## config.mk

```make
export PLATFORM = sky130hd
export DESIGN_NAME = timed_priority_scene_selector
export DESIGN_NICKNAME = d
export VERILOG_FILES = /design/src/rtl/tpss_pkg.sv /design/src/rtl/tpss_cell.sv /design/src/rtl/timed_priority_scene_selector.sv
export VERILOG_INCLUDE_DIRS = /design/src /design/src/rtl
export SDC_FILE = /design/constraint.sdc
export NUM_CORES = 2
export LEC_CHECK = 0
export BUFFER_PORTS_ARGS = -buffer_cell sky130_fd_sc_hd__buf_2
export CAP_MARGIN = 10
export CORE_MARGIN = 10
export CORE_UTILIZATION = 55
export DETAILED_ROUTE_END_ITERATION = 8
export GPL_ROUTABILITY_DRIVEN = 0
export PLACE_DENSITY_LB_ADDON = 0.12
export SYNTH_ARGS = -nofsm -noshare
export SYNTH_HDL_FRONTEND = slang
export SYNTH_SLANG_ARGS = --single-unit
```

## constraint.sdc

```tcl
create_clock -name i_clk -period 17.7 [get_ports i_clk]
set_clock_uncertainty 0.1 [all_clocks]
set_input_delay 2.655 -clock i_clk [delete_from_list [all_inputs] [get_ports i_clk]]
set_output_delay 2.655 -clock i_clk [all_outputs]
set_load 0.03 [all_outputs]
```

## src/rtl/timed_priority_scene_selector_defines.svh

```systemverilog
// assertion helpers shared by the selector rtl
`ifndef TIMED_PRIORITY_SCENE_SELECTOR_DEFINES_SVH
`define TIMED_PRIORITY_SCENE_SELECTOR_DEFINES_SVH

// same-cycle implication, disabled while reset is held
`define TPSS_ASSERT_IMP(lbl, clk, rst_n, ante, cons, msg) \
    lbl: assert property (@(posedge clk) disable iff (!rst_n) (ante) |-> (cons)) \
        else $error(msg);

// next-cycle implication, disabled while reset is held
`define TPSS_ASSERT_NEXT(lbl, clk, rst_n, ante, cons, msg) \
    lbl: assert property (@(posedge clk) disable iff (!rst_n) (ante) |=> (cons)) \
        else $error(msg);

`endif

```

## src/rtl/tpss_pkg.sv

```systemverilog
package tpss_pkg;

    // sizes and defaults
    localparam int NUM_SLOTS_DEF  = 10;
    localparam int TIME_WIDTH_DEF = 32;
    localparam int SLOT_W         = 4;
    localparam int PRIO_W         = 8;
    localparam int CFG_W          = 40;
    localparam int CFG_IDX_W      = 1;
    localparam int FIELD_TIME_W   = 32;
    localparam int OP_W           = 2;

    // input request tdata layout
    localparam int SLOT_LSB       = 0;
    localparam int DUR_LSB        = SLOT_LSB + SLOT_W;
    localparam int NOW_LSB        = DUR_LSB + FIELD_TIME_W;
    localparam int IN_TDATA_W     = 72;

    // output request tdata layout
    localparam int OUT_SEL_LSB    = 0;
    localparam int OUT_CHG_BIT    = SLOT_W;
    localparam int OUT_TDATA_W    = 8;

    // priority register reset values
    localparam logic [CFG_W-1:0] PRIO_LO_RESET = 40'h46_5050_5A00;
    localparam logic [CFG_W-1:0] PRIO_HI_RESET = 40'h64_3228_3C3C;

    // configuration register indexes
    localparam logic [CFG_IDX_W-1:0] CFG_PRIO_LO = 1'b0;
    localparam logic [CFG_IDX_W-1:0] CFG_PRIO_HI = 1'b1;

    typedef enum logic [OP_W-1:0] {
        OP_EVAL       = 2'd0,
        OP_ACTIVATE   = 2'd1,
        OP_DEACTIVATE = 2'd2,
        OP_CLEAR      = 2'd3
    } t_op;

    typedef enum logic [2:0] {
        ST_IDLE,
        ST_EXPIRE,
        ST_FIXUP,
        ST_SWEEP,
        ST_DONE
    } t_state;

    // per-cell control from the sequencer
    typedef struct packed {
        logic hit;
        logic activate;
        logic deactivate;
        logic clear;
        logic expire;
        logic set_idle;
    } t_cell_ctrl;

endpackage

```

## src/rtl/tpss_cell.sv

```systemverilog
module tpss_cell
    import tpss_pkg::*;
#(
    parameter int TIME_WIDTH = TIME_WIDTH_DEF,
    parameter int CELL_IDX   = 0
) (
    input  logic                  i_clk,
    input  logic                  i_rst_n,
    input  t_cell_ctrl            i_ctrl,
    input  logic [TIME_WIDTH-1:0] i_time,
    input  logic [TIME_WIDTH-1:0] i_dur,
    input  logic [PRIO_W-1:0]     i_prio,
    input  logic [PRIO_W-1:0]     i_best,
    input  logic [SLOT_W-1:0]     i_sel,
    output logic                  o_active,
    output logic [PRIO_W-1:0]     o_best,
    output logic [SLOT_W-1:0]     o_sel
);

    localparam logic IS_IDLE_SLOT = (CELL_IDX == 0);

    logic                  r_active;
    logic                  n_active;
    logic [TIME_WIDTH-1:0] r_start;
    logic [TIME_WIDTH-1:0] n_start;
    logic [TIME_WIDTH-1:0] r_life;
    logic [TIME_WIDTH-1:0] n_life;
    logic [PRIO_W-1:0]     r_best;
    logic [PRIO_W-1:0]     n_best;
    logic [SLOT_W-1:0]     r_sel;
    logic [SLOT_W-1:0]     n_sel;
    logic [TIME_WIDTH-1:0] w_elapsed;
    logic                  w_timed_out;
    logic                  w_take;

    // wrapping elapsed time against the stored lifetime
    assign w_elapsed   = i_time - r_start;
    assign w_timed_out = r_active && (r_life != '0) && (w_elapsed >= r_life);

    // slot state update
    always_comb begin
        n_active = r_active;
        n_start  = r_start;
        n_life   = r_life;
        if (i_ctrl.clear) begin
            n_active = IS_IDLE_SLOT;
        end
        if (i_ctrl.activate && i_ctrl.hit) begin
            n_active = 1'b1;
            n_start  = i_time;
            n_life   = i_dur;
        end
        if (i_ctrl.deactivate && i_ctrl.hit) begin
            n_active = 1'b0;
        end
        if (i_ctrl.expire && w_timed_out) begin
            n_active = 1'b0;
        end
        if (i_ctrl.set_idle && IS_IDLE_SLOT) begin
            n_active = 1'b1;
        end
    end

    // running best priority handed on to the next cell
    assign w_take = r_active && (i_prio > i_best);

    always_comb begin
        n_best = w_take ? i_prio : i_best;
        n_sel  = w_take ? SLOT_W'(CELL_IDX) : i_sel;
    end

    always_ff @(posedge i_clk) begin
        if (!i_rst_n) begin
            r_active <= IS_IDLE_SLOT;
            r_life   <= '0;
        end else begin
            r_active <= n_active;
            r_life   <= n_life;
        end
    end

    always_ff @(posedge i_clk) begin
        r_start <= n_start;
        r_best  <= n_best;
        r_sel   <= n_sel;
    end

    assign o_active = r_active;
    assign o_best   = r_best;
    assign o_sel    = r_sel;

endmodule

```

## src/rtl/timed_priority_scene_selector.sv

```systemverilog
// Timed fixed-priority selector over NUM_SLOTS request slots kept in a chain
// of cells. Each input request carries op in tuser and slot, lifetime_ms and
// now_ms in tdata; each one gives exactly one result (chosen_scene,
// scene_moved). Activate, deactivate and clear-all requests go from acceptance
// straight to the done step, which loads the output register. An evaluate
// request is accepted, then expires timed slots in parallel, then brings back
// the idle slot if nothing is left, then sweeps while the best priority ripples
// through the cell chain one cell per cycle, and last loads the output
// register. o_s_tready is high only while the sequencer is idle, so the next
// request can be taken while a finished result still waits on the output side;
// that next request then holds in its last step until the output register is
// free. Priority writes are expected only while the block is idle.
`include "timed_priority_scene_selector_defines.svh"

module timed_priority_scene_selector
    import tpss_pkg::*;
#(
    parameter int NUM_SLOTS  = NUM_SLOTS_DEF,
    parameter int TIME_WIDTH = TIME_WIDTH_DEF
) (
    input  logic                   i_clk,
    input  logic                   i_rst_n,
    // configuration writes
    input  logic                   i_cfg_we,
    input  logic [CFG_IDX_W-1:0]   i_cfg_index,
    input  logic [CFG_W-1:0]       i_cfg_wdata,
    // input requests
    input  logic                   i_s_tvalid,
    output logic                   o_s_tready,
    input  logic [IN_TDATA_W-1:0]  i_s_tdata,   // slot[3:0], lifetime_ms[35:4], now_ms[67:36]
    input  logic [OP_W-1:0]        i_s_tuser,   // op[1:0]
    // result requests
    output logic                   o_m_tvalid,
    input  logic                   i_m_tready,
    output logic [OUT_TDATA_W-1:0] o_m_tdata    // chosen_scene[3:0], scene_moved[4]
);

    localparam int CNT_W = $clog2(NUM_SLOTS);

    t_state                r_state;
    t_state                n_state;
    logic [CNT_W-1:0]      r_cnt;
    logic [CNT_W-1:0]      n_cnt;
    logic [TIME_WIDTH-1:0] r_now;
    logic [TIME_WIDTH-1:0] n_now;
    logic                  r_is_eval;
    logic                  n_is_eval;
    logic [SLOT_W-1:0]     r_cur;
    logic [SLOT_W-1:0]     n_cur;
    logic                  r_out_valid;
    logic                  n_out_valid;
    logic [SLOT_W-1:0]     r_out_sel;
    logic [SLOT_W-1:0]     n_out_sel;
    logic                  r_out_chg;
    logic                  n_out_chg;
    logic [CFG_W-1:0]      r_prio_lo;
    logic [CFG_W-1:0]      r_prio_hi;

    logic                  w_in_accept;
    t_op                   w_op;
    logic [SLOT_W-1:0]     w_slot;
    logic [TIME_WIDTH-1:0] w_now;
    logic [TIME_WIDTH-1:0] w_dur;
    logic [TIME_WIDTH-1:0] w_time;
    logic [2*CFG_W-1:0]    w_prio_all;
    logic                  w_out_load;
    logic [SLOT_W-1:0]     w_new_sel;
    logic                  w_changed;
    t_cell_ctrl            w_ctrl   [NUM_SLOTS];
    logic [NUM_SLOTS-1:0]  w_active;
    logic [PRIO_W-1:0]     w_best   [NUM_SLOTS];
    logic [SLOT_W-1:0]     w_sel    [NUM_SLOTS];

    // request field unpacking
    assign w_in_accept = i_s_tvalid && o_s_tready;
    assign w_op        = t_op'(i_s_tuser);
    assign w_slot      = i_s_tdata[SLOT_LSB +: SLOT_W];

    generate
        if (TIME_WIDTH <= FIELD_TIME_W) begin : g_time_narrow
            assign w_now = i_s_tdata[NOW_LSB +: TIME_WIDTH];
            assign w_dur = i_s_tdata[DUR_LSB +: TIME_WIDTH];
        end else begin : g_time_wide
            assign w_now = {{(TIME_WIDTH-FIELD_TIME_W){1'b0}},
                            i_s_tdata[NOW_LSB +: FIELD_TIME_W]};
            assign w_dur = {{(TIME_WIDTH-FIELD_TIME_W){1'b0}},
                            i_s_tdata[DUR_LSB +: FIELD_TIME_W]};
        end
    endgenerate

    // activate stamps with the live time, expiry uses the latched one
    assign w_time = (r_state == ST_IDLE) ? w_now : r_now;

    // priority registers
    always_ff @(posedge i_clk) begin
        if (!i_rst_n) begin
            r_prio_lo <= PRIO_LO_RESET;
            r_prio_hi <= PRIO_HI_RESET;
        end else if (i_cfg_we) begin
            case (i_cfg_index)
                CFG_PRIO_LO: r_prio_lo <= i_cfg_wdata;
                CFG_PRIO_HI: r_prio_hi <= i_cfg_wdata;
                default: ;
            endcase
        end
    end

    assign w_prio_all = {r_prio_hi, r_prio_lo};

    // per-cell control
    always_comb begin
        for (int k = 0; k < NUM_SLOTS; k++) begin
            w_ctrl[k].hit        = (w_slot == SLOT_W'(k));
            w_ctrl[k].activate   = w_in_accept && (w_op == OP_ACTIVATE);
            w_ctrl[k].deactivate = w_in_accept && (w_op == OP_DEACTIVATE);
            w_ctrl[k].clear      = w_in_accept && (w_op == OP_CLEAR);
            w_ctrl[k].expire     = (r_state == ST_EXPIRE);
            w_ctrl[k].set_idle   = (r_state == ST_FIXUP) && (w_active == '0);
        end
    end

    // cell chain, best priority travels from slot 0 upwards
    generate
        for (genvar g = 0; g < NUM_SLOTS; g++) begin : g_cell
            logic [PRIO_W-1:0] w_best_in;
            logic [SLOT_W-1:0] w_sel_in;

            if (g == 0) begin : g_head
                assign w_best_in = '0;
                assign w_sel_in  = '0;
            end else begin : g_link
                assign w_best_in = w_best[g-1];
                assign w_sel_in  = w_sel[g-1];
            end

            tpss_cell #(
                .TIME_WIDTH (TIME_WIDTH),
                .CELL_IDX   (g)
            ) u_cell (
                .i_clk    (i_clk),
                .i_rst_n  (i_rst_n),
                .i_ctrl   (w_ctrl[g]),
                .i_time   (w_time),
                .i_dur    (w_dur),
                .i_prio   (w_prio_all[g*PRIO_W +: PRIO_W]),
                .i_best   (w_best_in),
                .i_sel    (w_sel_in),
                .o_active (w_active[g]),
                .o_best   (w_best[g]),
                .o_sel    (w_sel[g])
            );
        end
    endgenerate

    // result of the sweep and output register handoff
    assign w_new_sel  = (w_best[NUM_SLOTS-1] == '0) ? '0 : w_sel[NUM_SLOTS-1];
    assign w_changed  = r_is_eval && (w_new_sel != r_cur);
    assign w_out_load = (r_state == ST_DONE) && (!r_out_valid || i_m_tready);

    // sequencer next state and outputs
    always_comb begin
        n_state     = r_state;
        n_cnt       = r_cnt;
        n_now       = r_now;
        n_is_eval   = r_is_eval;
        n_cur       = r_cur;
        n_out_valid = r_out_valid;
        n_out_sel   = r_out_sel;
        n_out_chg   = r_out_chg;

        if (r_out_valid && i_m_tready) begin
            n_out_valid = 1'b0;
        end

        case (r_state)
            ST_IDLE: begin
                if (w_in_accept) begin
                    n_now     = w_now;
                    n_is_eval = (w_op == OP_EVAL);
                    n_state   = (w_op == OP_EVAL) ? ST_EXPIRE : ST_DONE;
                end
            end
            ST_EXPIRE: begin
                n_state = ST_FIXUP;
            end
            ST_FIXUP: begin
                n_cnt   = '0;
                n_state = ST_SWEEP;
            end
            ST_SWEEP: begin
                n_cnt = r_cnt + 1'b1;
                if (r_cnt == CNT_W'(NUM_SLOTS - 1)) begin
                    n_state = ST_DONE;
                end
            end
            ST_DONE: begin
                if (w_out_load) begin
                    n_out_valid = 1'b1;
                    n_out_chg   = w_changed;
                    if (r_is_eval) begin
                        n_cur     = w_new_sel;
                        n_out_sel = w_new_sel;
                    end else begin
                        n_out_sel = r_cur;
                    end
                    n_state = ST_IDLE;
                end
            end
            default: begin
                n_state = ST_IDLE;
            end
        endcase
    end

    always_ff @(posedge i_clk) begin
        if (!i_rst_n) begin
            r_state     <= ST_IDLE;
            r_cur       <= '0;
            r_out_valid <= 1'b0;
        end else begin
            r_state     <= n_state;
            r_cur       <= n_cur;
            r_out_valid <= n_out_valid;
        end
    end

    always_ff @(posedge i_clk) begin
        r_cnt     <= n_cnt;
        r_now     <= n_now;
        r_is_eval <= n_is_eval;
        r_out_sel <= n_out_sel;
        r_out_chg <= n_out_chg;
    end

    // ports
    assign o_s_tready = (r_state == ST_IDLE);
    assign o_m_tvalid = r_out_valid;

    always_comb begin
        o_m_tdata                           = '0;
        o_m_tdata[OUT_SEL_LSB +: SLOT_W]    = r_out_sel;
        o_m_tdata[OUT_CHG_BIT]              = r_out_chg;
    end

    // checks
    `TPSS_ASSERT_IMP(a_sweep_has_active, i_clk, i_rst_n,
        r_state == ST_SWEEP, w_active != '0, "no slot active during sweep")
    `TPSS_ASSERT_IMP(a_out_in_range, i_clk, i_rst_n,
        r_out_valid, r_out_sel < SLOT_W'(NUM_SLOTS), "selected slot out of range")
    `TPSS_ASSERT_NEXT(a_change_moves_sel, i_clk, i_rst_n,
        w_out_load && w_changed, r_cur != $past(r_cur), "change flagged but selection kept")
    `TPSS_ASSERT_NEXT(a_cmd_keeps_sel, i_clk, i_rst_n,
        w_in_accept && (w_op != OP_EVAL), $stable(r_cur), "command request moved selection")
    `TPSS_ASSERT_IMP(a_zero_best_idle, i_clk, i_rst_n,
        (r_state == ST_DONE) && (w_best[NUM_SLOTS-1] == '0), w_sel[NUM_SLOTS-1] == '0,
        "zero priority chain picked a slot")

endmodule
```

Yosys cells after proc, flatten, opt, wreduce, memory -nomap -nowiden --
Index checks and enable logic that the tools add are counted. W data, S select, Z words.
Operators by class: mux-type cells 36, magnitude comparators 20, reduce and logical (&&, ||, !) cells 111, equal/unequal tests 21, add/subtract/negate cells 11, bitwise gates (word level) 2
Operator list (count):
- $ge A32 B32 Y1 | 10
- $reduce_bool A32 Y1 | 10
- $sub A32 B32 Y32 | 10
- $gt A8 B8 Y1 | 9
- $mux W8 | 9
- $logic_and A1 B1 Y1 | 68
- $mux W32 | 1
- $reduce_or A3 Y1 | 9
- $reduce_bool A2 Y1 | 10
- $mux W1 | 18
- $eq A4 B3 Y1 const B | 4
- $pmux W3 S5 | 1
- $eq A4 B4 Y1 const B | 3
- $mux W3 | 4
- $logic_not A10 Y1 | 1
- $eq A4 B2 Y1 const B | 2
- $gt A8 B1 Y1 const B | 1
- $logic_not A8 Y1 | 1
- $mux W4 | 2
- $pmux W4 S2 | 1
- $reduce_and A2 Y1 | 4
- $eq A3 B2 Y1 const B | 2
- $add A4 B1 Y4 const B | 1
- $eq A2 B2 Y1 const B | 2
- 16 further kinds | 18
Storage, ports and cells: logic and storage cells 260, output and inout bits 10, register bits after elaboration 896

Longest topological paths before layout --
depth after elaboration 7, mapped depth 27

Cells and area by module --
From an unflattened synthesis, not the netlist that was laid out.
Second synthesis, totals: cell total of the unflattened synthesis 6635, area, all modules 58962.8 um^2
Modules (own cells, without submodules):
- tpss_cell at g_cell[3].u_cell ... | sequential area each 1861.8 um^2, times used 5, area each 5395.2 um^2, cells each 613
- tpss_cell at g_cell[8].u_cell ... | sequential area each 1861.8 um^2, times used 2, area each 5347.6 um^2, cells each 607
- tpss_cell at g_cell[2].u_cell | sequential area each 1861.8 um^2, times used 1, area each 5363.9 um^2, cells each 607
- timed_priority_scene_selector | sequential area each 3022.9 um^2, times used 1, area each 5336.4 um^2, cells each 539
- tpss_cell at g_cell[1].u_cell | sequential area each 1861.8 um^2, times used 1, area each 5306.3 um^2, cells each 619
- tpss_cell at g_cell[0].u_cell | sequential area each 1861.8 um^2, times used 1, area each 5285.1 um^2, cells each 591

Least setup slack after synthesis --
OpenSTA, ideal clock, no wires.
kind input-to-reg, start input port i_s_tdata[36], end register g_cell[9].u_cell.r_active, required time 17478 ps, arrival time 6804 ps, slack 10674 ps, setup time 122 ps, path buffers 0, stages on the path 21, cells stage by stage mux2i_1 ha_1 fa_1 nand2b_1 a21oi_1 o21ai_0 a21oi_1 a41o_2 or4_4 a221oi_4 o21ai_2 a221oi_2 xnor2_1 ha_1 nand4_1 nor4_1 nand2_1 o2111ai_1 a31oi_1 o211ai_1 nor2_1
Between the ends: longest elaborated chain between the ends 6
Ends and longest elaborated chain:
- start, declared | RTL line timed_priority_scene_selector.sv:30 | input logic [IN_TDATA_W-1:0] i_s_tdata,
- $mux W32 | RTL line timed_priority_scene_selector.sv:92 | assign w_time = (r_state == ST_IDLE) ? w_now : r_now;
- $sub A32 B32 Y32 | RTL line tpss_cell.sv:37 | assign w_elapsed = i_time - r_start;
- $ge A32 B32 Y1 | RTL line tpss_cell.sv:38 | assign w_timed_out = r_active && (r_life != '0) && (w_elapsed >= r_life);
- $logic_and A1 B1 Y1 | RTL line tpss_cell.sv:38
- $logic_and A1 B1 Y1 | RTL line tpss_cell.sv:56 | if (i_ctrl.expire && w_timed_out) begin
- $reduce_or A3 Y1 (no source line)
- end signal, assigned | RTL line tpss_cell.sv:77 | r_active <= n_active;
- end, declared | RTL line tpss_cell.sv:22 | logic r_active;
No other way between the ends. A chain may end at the register's enable or synchronous reset.

Worst setup path after layout --
start input port i_s_tdata[37], end register g_cell[9].u_cell.r_active
Between the ends: longest elaborated chain between the ends 6
Ends and longest elaborated chain:
- $mux W32 | RTL line timed_priority_scene_selector.sv:92
- net g_cell[0].u_cell.i_time[1] | RTL line tpss_cell.sv:10 | input logic [TIME_WIDTH-1:0] i_time,
- $sub A32 B32 Y32 | RTL line tpss_cell.sv:37
- $ge A32 B32 Y1 | RTL line tpss_cell.sv:38
- $logic_and A1 B1 Y1 | RTL line tpss_cell.sv:38
- $logic_and A1 B1 Y1 | RTL line tpss_cell.sv:56
- $reduce_or A3 Y1 (no source line)
The timed path passes the listed nets, and every way through them passes these cells.

==> metrics.csv <==
metric,value,unit
"Distinct cells, synth",97,
clock slew at reported path FFs,0.06,ns
remaining antenna violation count,0,
Compound-Gate Fraction of Synth Area,0.1934,
TritonRoute pass-1 iters,5,
reg2reg end,g_cell[9].u_cell.o_active,
Synth async-reset ratio,0,
# fillers,8914,
worst-path cell with the longest stage delay,mux2_2,
TritonCTS buffer count,100,
MaxCap Viol Count,0,
max-slew violation count,0,
DRT iter0 DRCs,3879,
final hold vios,0,
Final min period,8.216,ns
status,finished clean,
die area,115700,um2
Hold Path Class,flop to flop,
post-CTS resize count,0,
Rel. slew slack,0.1845,
pin count of the biggest net entering global routing,225,
Worst IR Drop VDD,94.81,uV
RSZ-0062 raised after global routing,false,
Least-Margin Pin Slew,1.220,ns
CP bufs+invs,2,
postcts setup bufs,0,
grt ovf,0,
"setup slack, reg-to-reg",10.34,ns
# rows,117,
synth warn,0,
CTS hold repair buffers,0,
Tot Pwr,0.006468,W
cell area power density,104.5,nW/um2
Vias,45610,
crit start category,primary input,
sequential share of the synthesized area,0.3784,
Post-Route WL,165000,um
share of the synthesized area in the top cell type,0.1928,
clk_lat worst skew,0.69,ns
crit-path max cell delay,0.64,ns
cells on worst reg2reg path,23,
Synth-to-Final Area Change,9.753,%
Pleak,25.34,nW
top_reg_cell synth,dfxtp_1,
design area,61890,um2
Port Buffers,122,
Vias/cell,5.785,
multi-input logic area,31440,um2
Synth Register Bits,885,
Worst path depth,22,
Final setup viols,0,
"EDFF count, synth",362,
synth top area cells,"edfxtp_1, dfxtp_1, ha_1",
Clock Tree Buf Depth,3,
adder-cell share of the synthesized area,0.1597,
sequential cell area,21340,um2
CTS Root Cell,clkbuf_16,
# IOs,130,
final cell count without fillers,7884,
simple-gate portion of the synthesized area,0.1490,
Core Area,101700,um2
CTS tree,built,
H-Tree Depth,3,
DP Wirelength,111400,um
area of the mapped netlist,56390,um2
Die X,340.2,um
Synth Area in XOR/XNOR,0.04597,
"Avg Cell Area, Syn",8.872,um2
DP Cell Count,7688,
layout cells sized above 1,0.07024,
top-count cell post-synth,nand2_1,
Final TNS setup,0,ns
Crit Path Max Fanout,21,
setup slack after layout,9.484,ns
CP Class,primary input to flop,
vias in the first global route,43220,
top cell family by delay on the critical path,compound AO/OA/AOI/OAI gates,
Worst Setup EP,g_cell[9].u_cell.o_active,
"Period Utilization, post-route",0.4642,
die boundary height,340.2,um
crit path from,i_s_tdata[37],
fmax,0.1217,GHz
CP Capture Type,flop,
post-place setup slack,8.942,ns
Syn Inst Count,6356,
CTS Sinks,885,
initial antenna violation count,18,
wire per inst,20.93,um
multiplexer area fraction after synthesis,0.008320,
synth cell count leaders,"nand2_1, inv_1, ha_1, dfxtp_1, a21boi_0",
nets,7256,
FF-to-FF Start,r_state[2],
largest family of logic cells by synthesized area,compound AO/OA/AOI/OAI gates,
first-pass GRT wire length,249400,um
Post-DP Area,58370,um2
worst endpoint required time,18.17,ns
crit path DAT,8.69,ns
Post-route DRC,0,
cell taking the most area after synthesis,edfxtp_1,
Overall Global Routing Usage,0.2755,
worst path cell trace,buf_2 -> mux2_2 -> inv_1 -> fa_1 -> nand2b_1 -> a21oi_1 -> o21ai_0 -> a21oi_1 -> a41o_2 -> or4_4 -> a31oi_1 -> o31ai_1 -> a221oi_2 -> xnor2_1 -> ha_1 -> nand4_1 -> nor4_1 -> nand2_1 -> o2111ai_1 -> a31oi_1 -> o211ai_1 -> nor2_1,
initial core utilization,0.5543,
-- cell type report --
type / count / area share
antenna: 10 / 0.0004043
clock buffer: 146 / 0.04840
clock inverter: 40 / 0.008066
inverter: 759 / 0.04603
multi-input combinational: 4501 / 0.5080
sequential: 885 / 0.3448
tap: 1368 / 0.02765
timing repair buffer: 175 / 0.01666
-- state kept, by name, indices dropped and copies added (netlist names) --
name and cells:
g_cell.u_cell.o_best 80, r_prio_hi 40, g_cell.u_cell.r_life 320, r_out_chg 1
r_cur 4, g_cell.u_cell.o_sel 25, g_cell.u_cell.o_active 10, r_now 32
r_cnt 4, r_is_eval 1, r_state 3, o_m_tvalid 1
r_prio_lo 40, r_out_sel 4, g_cell.u_cell.r_start 320
-- power breakdown --
part	leakage, nW	switching (W)	internal, W
combinational	16.1	0.00120	0.000846
clock	1.72	0.000875	0.00133
sequential	7.51	0.0000212	0.00219
total	25.3	0.00210	0.00437
-- layout by cell type (no fill, tap or decap), drive strengths merged, types with 119 or more instances in the layout --
cell / instances
ha: 704
dfxtp: 523
nor2: 187
xnor2: 203
clkbuf: 146
a21oi: 363
a21o: 310
edfxtp: 362
nand4: 119
o21ai: 251
buf: 175
a21boi: 380
nand2: 1009
inv: 765
-- kinds of logic (layout without fill, tap and decap cells) --
family	Yosys count	in the layout
adders and majority gates	714	714
xor gates and xnor gates	296	296
other	1	13
DFF	885	885
AOI/OAI and AO/OA	1614	1614
buffers and inverters	972	1120
muxes	42	42
and+or+nand+nor	1832	1832
-- per-stage QoR --
step | util | hold slack [ns]
after global routing | 0.6081 | 0.3256
after CTS | 0.6081 | 0.3155
final | 0.6083 | 0.3139
after global placement | 0.5737 | 0.2955
after detailed placement | 0.5737 | 0.2998
after floorplan | - | 0.2925
-- routing by layer --
layer  track usage  routed length (um)
met5             0                  41
met4        0.1039                6867
met3       0.04569               13130
met2        0.4307               71160
met1        0.3797               73840
-- worst min-delay path by stage --
stage | from | to | slack, ns | cells past startpoint
2_1_floorplan | g_cell[2].u_cell.o_sel[0] | g_cell[3].u_cell.o_sel[0] | 0.29 | 1
3_3_place_gp | g_cell[8].u_cell.o_sel[3] | g_cell[9].u_cell.o_sel[3] | 0.30 | 1
3_5_place_dp | g_cell[8].u_cell.o_sel[0] | g_cell[9].u_cell.o_sel[0] | 0.30 | 1
4_1_cts | g_cell[8].u_cell.o_sel[0] | g_cell[9].u_cell.o_sel[0] | 0.32 | 1
5_1_grt | g_cell[4].u_cell.o_sel[0] | g_cell[5].u_cell.o_sel[0] | 0.33 | 1
6_report | g_cell[8].u_cell.o_sel[0] | g_cell[9].u_cell.o_sel[0] | 0.31 | 1
Note: power is estimated with default switching activity, not from simulation.
